### src/bvs_pkg.sv
`default_nettype none

package bvs_pkg;

  // configuration register layout
  localparam int unsigned RegWidth  = 10;
  localparam int unsigned AddrWidth = 4;
  localparam int unsigned BusWidth  = 32;

  localparam logic [RegWidth-1:0] DeadBandRst = 10'd5;
  localparam logic [RegWidth-1:0] SnapRst     = 10'd30;
  localparam logic [RegWidth-1:0] HoldRst     = 10'd400;

  typedef enum logic [1:0] {
    RegDeadBand = 2'd0,
    RegSnap     = 2'd1,
    RegHold     = 2'd2
  } bvs_reg_e;

  typedef struct packed {
    logic [RegWidth-1:0] dead_band;
    logic [RegWidth-1:0] snap_threshold;
    logic [RegWidth-1:0] hold_count;
  } bvs_cfg_t;

  // control state of the smoother that does not depend on the sample width
  typedef struct packed {
    logic                primed;
    logic                below;
    logic [RegWidth-1:0] hold_timer;
  } bvs_ctl_t;

endpackage

`default_nettype wire

### src/bvs_regs.sv
`default_nettype none

module bvs_regs
  import bvs_pkg::*;
(
  input  wire logic                 clk_i,
  input  wire logic                 rst_ni,
  input  wire logic                 psel_i,
  input  wire logic                 penable_i,
  input  wire logic                 pwrite_i,
  input  wire logic [AddrWidth-1:0] paddr_i,
  input  wire logic [BusWidth-1:0]  pwdata_i,
  output logic      [BusWidth-1:0]  prdata_o,
  output logic                      pready_o,
  output bvs_cfg_t                  cfg_o
);

  bvs_cfg_t cfg_q, cfg_d;
  logic     wr_en;
  bvs_reg_e sel;

  assign pready_o = 1'b1;
  assign wr_en    = psel_i & penable_i & pwrite_i;
  assign sel      = bvs_reg_e'(paddr_i[3:2]);

  always_comb begin
    cfg_d = cfg_q;
    if (wr_en) begin
      case (sel)
        RegDeadBand: cfg_d.dead_band      = pwdata_i[RegWidth-1:0];
        RegSnap:     cfg_d.snap_threshold = pwdata_i[RegWidth-1:0];
        RegHold:     cfg_d.hold_count     = pwdata_i[RegWidth-1:0];
        default:     cfg_d = cfg_q;
      endcase
    end
  end

  always_comb begin
    case (sel)
      RegDeadBand: prdata_o = BusWidth'(cfg_q.dead_band);
      RegSnap:     prdata_o = BusWidth'(cfg_q.snap_threshold);
      RegHold:     prdata_o = BusWidth'(cfg_q.hold_count);
      default:     prdata_o = '0;
    endcase
  end

  always_ff @(posedge clk_i or negedge rst_ni) begin
    if (!rst_ni) begin
      cfg_q.dead_band      <= DeadBandRst;
      cfg_q.snap_threshold <= SnapRst;
      cfg_q.hold_count     <= HoldRst;
    end else begin
      cfg_q <= cfg_d;
    end
  end

  assign cfg_o = cfg_q;

endmodule

`default_nettype wire

### src/bvs_step.sv
`default_nettype none

module bvs_step
  import bvs_pkg::*;
#(
  parameter int unsigned VOLT_WIDTH = 10
) (
  input  wire logic [VOLT_WIDTH-1:0] volt_i,
  input  wire logic [VOLT_WIDTH-1:0] filter_i,
  input  wire bvs_ctl_t              ctl_i,
  input  wire bvs_cfg_t              cfg_i,
  output logic      [VOLT_WIDTH-1:0] filter_o,
  output bvs_ctl_t                   ctl_o
);

  localparam int unsigned W  = VOLT_WIDTH;
  localparam int unsigned XW = W + 5;   // holds 24 * (2^W - 1)
  localparam int unsigned YW = W + 2;   // sum after dropping the divide-by-8 bits
  localparam int unsigned K  = W + 3;   // reciprocal shift, exact for YW-bit values
  localparam int unsigned PW = YW + K;
  localparam int unsigned CW = (W > RegWidth) ? W : RegWidth;
  localparam logic [K-1:0] RecipThird = K'(((2 ** K) + 2) / 3);

  logic        [XW-1:0] vx, fx, sum;
  logic        [YW-1:0] sum_div8;
  logic        [PW-1:0] prod;
  logic        [YW-1:0] quot;
  logic        [W-1:0]  avg, f1, f2, mag;
  logic signed [W:0]    diff;
  logic                 below;
  logic        [CW-1:0] mag_c, dead_c, snap_c, timer_c, hold_c;
  logic [RegWidth-1:0]  timer1;
  logic signed [W+1:0]  corr;

  always_comb begin
    // (v + 23 f) / 24 as ((v + 24 f - f) >> 3) / 3
    vx       = XW'(volt_i);
    fx       = XW'(filter_i);
    sum      = vx + (fx << 4) + (fx << 3) - fx;
    sum_div8 = sum[XW-1:3];
    prod     = PW'(sum_div8) * PW'(RecipThird);
    quot     = prod[PW-1:K];
    avg      = quot[W-1:0];
    f1       = ctl_i.primed ? avg : volt_i;

    diff  = $signed({1'b0, volt_i}) - $signed({1'b0, f1});
    below = diff[W] | (diff == '0);
    mag   = diff[W] ? W'(-diff) : W'(diff);

    mag_c  = CW'(mag);
    dead_c = CW'(cfg_i.dead_band);
    snap_c = CW'(cfg_i.snap_threshold);
    hold_c = CW'(cfg_i.hold_count);

    timer1 = (below != ctl_i.below) ? '0 : ctl_i.hold_timer;
    f2     = f1;
    if (mag_c < dead_c) begin
      timer1 = '0;
    end else if (mag_c > snap_c) begin
      timer1 = '0;
      f2     = volt_i;
    end

    timer_c      = CW'(timer1);
    corr         = $signed({2'b00, f2}) + $signed({diff[W], diff});
    ctl_o.primed = 1'b1;
    ctl_o.below  = below;
    if (timer_c < hold_c) begin
      ctl_o.hold_timer = timer1 + RegWidth'(1);
      filter_o         = f2;
    end else begin
      ctl_o.hold_timer = '0;
      // saturate the correction to the sample range
      if (corr[W+1]) begin
        filter_o = '0;
      end else if (corr[W]) begin
        filter_o = '1;
      end else begin
        filter_o = corr[W-1:0];
      end
    end
  end

endmodule

`default_nettype wire

### src/battery_voltage_smoother_unit.sv
`default_nettype none

// channel   | direction | payload
// s_axis    | in        | tdata: bat_voltage
// m_axis    | out       | tdata: filtered_voltage
// apb       | in        | dead_band @0x0, snap_threshold @0x4, hold_count @0x8
//
// one sample per cycle sustained while m_axis is ready; a result passes the input register,
// then the update logic and the result register, one result per sample
// reset clears the filter, the primed flag and the hold timer and loads register defaults
// a stalled result holds in the result register while the input register still takes
// one more sample; the input side stalls only when both are full

module battery_voltage_smoother_unit
  import bvs_pkg::*;
#(
  parameter int unsigned VOLT_WIDTH = 10
) (
  input  wire logic                            clk_i,
  input  wire logic                            rst_ni,
  input  wire logic                            s_axis_tvalid_i,
  output logic                                 s_axis_tready_o,
  // [VOLT_WIDTH-1:0] bat_voltage
  input  wire logic [((VOLT_WIDTH+7)/8)*8-1:0] s_axis_tdata_i,
  output logic                                 m_axis_tvalid_o,
  input  wire logic                            m_axis_tready_i,
  // [VOLT_WIDTH-1:0] filtered_voltage
  output logic      [((VOLT_WIDTH+7)/8)*8-1:0] m_axis_tdata_o,
  input  wire logic                            psel_i,
  input  wire logic                            penable_i,
  input  wire logic                            pwrite_i,
  input  wire logic [AddrWidth-1:0]            paddr_i,
  input  wire logic [BusWidth-1:0]             pwdata_i,
  output logic      [BusWidth-1:0]             prdata_o,
  output logic                                 pready_o
);

  localparam int unsigned W  = VOLT_WIDTH;
  localparam int unsigned DW = ((VOLT_WIDTH + 7) / 8) * 8;

  bvs_cfg_t cfg;

  logic         in_vld_q, in_vld_d;
  logic [W-1:0] in_data_q;
  logic         out_vld_q, out_vld_d;
  logic [W-1:0] out_data_q;
  logic [W-1:0] filter_q, filter_nxt;
  bvs_ctl_t     ctl_q, ctl_nxt;
  logic         s_xfer, advance;

  bvs_regs u_regs (
    .clk_i     (clk_i),
    .rst_ni    (rst_ni),
    .psel_i    (psel_i),
    .penable_i (penable_i),
    .pwrite_i  (pwrite_i),
    .paddr_i   (paddr_i),
    .pwdata_i  (pwdata_i),
    .prdata_o  (prdata_o),
    .pready_o  (pready_o),
    .cfg_o     (cfg)
  );

  bvs_step #(
    .VOLT_WIDTH (VOLT_WIDTH)
  ) u_step (
    .volt_i   (in_data_q),
    .filter_i (filter_q),
    .ctl_i    (ctl_q),
    .cfg_i    (cfg),
    .filter_o (filter_nxt),
    .ctl_o    (ctl_nxt)
  );

  assign advance         = in_vld_q & (~out_vld_q | m_axis_tready_i);
  assign s_axis_tready_o = ~in_vld_q | advance;
  assign s_xfer          = s_axis_tvalid_i & s_axis_tready_o;

  always_comb begin
    in_vld_d = in_vld_q;
    if (s_xfer) begin
      in_vld_d = 1'b1;
    end else if (advance) begin
      in_vld_d = 1'b0;
    end
    out_vld_d = out_vld_q;
    if (advance) begin
      out_vld_d = 1'b1;
    end else if (m_axis_tready_i) begin
      out_vld_d = 1'b0;
    end
  end

  always_ff @(posedge clk_i or negedge rst_ni) begin
    if (!rst_ni) begin
      in_vld_q         <= 1'b0;
      out_vld_q        <= 1'b0;
      filter_q         <= '0;
      ctl_q.primed     <= 1'b0;
      ctl_q.below      <= 1'b1;
      ctl_q.hold_timer <= '0;
    end else begin
      in_vld_q  <= in_vld_d;
      out_vld_q <= out_vld_d;
      if (advance) begin
        filter_q <= filter_nxt;
        ctl_q    <= ctl_nxt;
      end
    end
  end

  always_ff @(posedge clk_i) begin
    if (s_xfer) begin
      in_data_q <= s_axis_tdata_i[W-1:0];
    end
    if (advance) begin
      out_data_q <= filter_nxt;
    end
  end

  assign m_axis_tvalid_o = out_vld_q;
  assign m_axis_tdata_o  = DW'(out_data_q);

endmodule

`default_nettype wire
### config.mk
export PLATFORM = sky130hd
export DESIGN_NAME = battery_voltage_smoother_unit
export DESIGN_NICKNAME = d
export VERILOG_FILES = /design/src/bvs_pkg.sv /design/src/bvs_regs.sv /design/src/bvs_step.sv /design/src/battery_voltage_smoother_unit.sv
export SDC_FILE = /design/constraint.sdc
export NUM_CORES = 1
export LEC_CHECK = 0
export BUFFER_PORTS_ARGS = -buffer_cell sky130_fd_sc_hd__buf_2
export CORE_MARGIN = 2
export CORE_UTILIZATION = 45
export CTS_BUF_LIST = sky130_fd_sc_hd__clkbuf_4 sky130_fd_sc_hd__clkbuf_8 sky130_fd_sc_hd__clkbuf_16
export DETAILED_ROUTE_END_ITERATION = 10
export PLACE_DENSITY = 0.63
export SLEW_MARGIN = 20
export SYNTH_ARGS = -nofsm -noshare
export SYNTH_HDL_FRONTEND = slang
export SYNTH_SLANG_ARGS = --single-unit
### constraint.sdc
create_clock -name clk_i -period 12.2 [get_ports clk_i]
set_input_delay 2.44 -clock clk_i [delete_from_list [all_inputs] [get_ports clk_i]]
set_output_delay 2.44 -clock clk_i [all_outputs]
set_load 0.02 [all_outputs]
==> metrics.md <==
| Metric | Value |
|---|---|
| Number of warnings issued by yosys | `0` |
| Most frequent cells in the layout | `buf_4, inv_1, ha_1, nand2_1, fa_1` |
| Reg-to-reg endpoint | `out_data_q[3]` |
| WL/cell | `15.1 µm` |
| Worst-Margin Slew | `739 ps` |
| Gr usage total | `21.5%` |
| Max stage delay on crit path | `540 ps` |
| Post-synth top flop | `dfrtp_1` |
| Slew HR | `50.8%` |
| Max-cap violations | `0` |
| CTS tree | `done` |
| Starting Density | `45.7%` |
| Top cell by count, worst path | `fa_1` |
| Fill cell count | `1675` |
| Post-Syn Instances | `1012` |
| CTS H-tree depth | `3` |
| Top-level I/O count | `110` |
| Synth-to-Final Area Change | `37.3%` |
| CP startpoint | `in_data_q[4]` |
| Failing checks | `negative setup slack` |
| Worst path arrival time | `13020 ps` |
| Worst hold start | `in_vld_q` |
| CTS sink count | `74` |
| Worst r2r src | `in_data_q[4]` |
| R2R cell count | `55` |
| Setup ws final | `-736 ps` |
| Clk buf depth | `2` |
| Critical Path Start Type | `flip-flop` |
| Hold worst-path end | `m_axis_tvalid_o` |
| Critical path class | `reg -> reg` |
| DIE AREA | `0.0217 mm²` |
| Layout cell share with drive strength beyond 1 | `37.0%` |
| Fmax | `77.3 MHz` |
| Post-synthesis cell type count | `79` |
| Clock buffer count from CTS | `9` |
| Nets | `1550` |
| Final hold vios | `0` |
| CP endpoint kind | `flip-flop` |
| First-pass GRT wire length | `38.0 mm` |
| RSZ-0062 raised after global routing | `yes` |
| Hold_buf cts | `0` |
| Drt total wl | `23.7 mm` |
| Post-synthesis sequential area ratio | `21.2%` |
| DRC violation count after routing | `0` |
| Setup slack, reg-to-reg | `-740 ps` |
| Syn avg cell area | `9.14 µm²` |
| Die width | `147 µm` |
| N_diodes | `0` |
| Period Utilization, post-route | `106%` |
| Initial antenna violation count | `0` |
| Final Skew | `7.51 ps` |
| Number of global-route vias before repair | `7976` |
| Die height | `147 µm` |
| Drt pass-1 iters | `4` |
| Final setup viols | `30` |
| Root buf cell | `clkbuf_16` |
| Status | `complete, but fails checks` |
| Dpl cells | `1511` |
| Reg clk slew, reported paths | `60 ps` |
| Synthesized flop and latch total | `74` |
| WHS Path Cells | `1` |
| Skew-Pair Late Insertion Delay | `340 ps` |
| Largest net degree at the start of global routing | `55` |
| Commonest non-fill, non-tap cell in the layout | `buf_4` |
| Max-slew violation count | `0` |
| Post-route ant nets | `0` |
| CP required | `12280 ps` |
| Post-synth EDFFs | `20` |
| Via count | `7932` |
| Post-DP HPWL | `18.8 mm` |
| Slowest CP cell | `fa_1` |
| Vias per std cell | `5.06` |
| Rows | `52` |
| Core ar. | `0.0202 mm²` |
| DR iter-0 viols | `269` |
| Hold Path Class | `reg -> reg` |
| IO Port Bufs | `50` |
| Final hold slack | `514 ps` |
| Minimum clock period | `12940 ps` |
| Asr flop ratio synth | `73.0%` |
| Final cell count without fillers | `1567` |
| Critical path peak fanout | `7` |
| Routability cong. | `0.882` |
| Total global routing overflow | `0` |
| Synthesized cell area | `0.00925 mm²` |
## synthesized netlist by cell type, drive strengths merged, types with 6 or more instances
cell type / n / area (µm²)
dfstp: 10 / 263
mux2i: 23 / 230
nand3: 13 / 65.1
edfxtp: 20 / 601
nand2b: 10 / 62.6
and3: 17 / 106
nand4: 9 / 56.3
and2: 7 / 43.8
xor2: 20 / 175
dfrtp: 44 / 1100
nor2b: 7 / 43.8
a211oi: 13 / 120
clkbuf: 11 / 41.3
fa: 53 / 1060
a21oi: 40 / 215
o21a: 16 / 120
buf: 37 / 257
a31oi: 13 / 81.3
xnor2: 32 / 288
nor2: 42 / 160
o31ai: 6 / 55.1
mux2: 18 / 203
inv: 156 / 586
nor3: 11 / 55.1
ha: 146 / 1830
nand2: 83 / 312
o21ai: 83 / 427
a21o: 13 / 98.9
## area by class of cell
cell class	count	area (µm²)	area share, %
Clock inverter	7	83.8	0.660
Tap cell	270	338	2.66
Timing Repair Buffer	290	2100	16.5
Multi-Input combinational cell	761	7400	58.3
Clock buffer	9	225	1.77
Inverter	156	586	4.61
Sequential cell	74	1970	15.5
## metal layers
layer  track usage, %  wire, µm
met1             26.9     10200
met2             40.0     12500
met3             1.79       524
met4             5.53       459
met5                0         0
## registers in the layout (all words and copies together) (netlist names)
register	count
ctl_q	12
filter_q	10
out_data_q	10
in_data_q	10
in_vld_q	1
m_axis_tvalid_o	1
u_regs.cfg_o	30
## through the flow
step                TNS, ps  area, µm²  setup slack, ps  utilization, %
global placement     -20280      11400             -967            56.1
finish               -15820      12700             -736            62.8
global route         -33920      12700            -1340            62.8
detailed placement   -23630      11400            -1100            56.1
floorplan              -396       9580             -162               -
CTS                  -15440      12200             -627            60.1
## worst max-delay path, delay by kind of cell (launching register included)
family	cells	cell delay, ps
flip-flops	1	470
adder cells (fa/ha/maj)	11	4310
multiplexers	1	350
AO/OA/AOI/OAI	22	4650
AND/OR/NAND/NOR	8	1120
XOR/XNOR	5	960
buffers and inverters	8	760
## repair_timing
action,in CTS,in global routing
resized for setup,60,88
gates cloned,0,1
endpoints found under the setup margin,30,30
buffers inserted,26,14
pin swaps,78,92
## logic make-up (layout without fill, tap and decap cells)
group                      Yosys count  in the layout  synth area share, %
adders and majority gates          199            199                 31.2
and+or+nand+nor                    221            221                 11.7
xor gates and xnor gates            53             53                 5.25
buffers and inverters              204            462                 9.55
muxes                               41             41                 4.68
AOI/OAI and AO/OA                  218            218                 16.3
other                                2             29               0.0812
DFF                                 74             74                 21.2
## worst max-delay path by stage
| stage | end | cells past startpoint |
|---|---|---|
| detailed placement | out_data_q[5] | 56 |
| CTS | out_data_q[5] | 58 |
| global route | out_data_q[5] | 59 |
| global placement | filter_q[4] | 57 |
| finish | out_data_q[3] | 55 |
| floorplan | filter_q[4] | 58 |
Power is left out: the tool's default activity adds up to more than one toggle a clock period on the data nets, which glitch-free logic cannot reach.
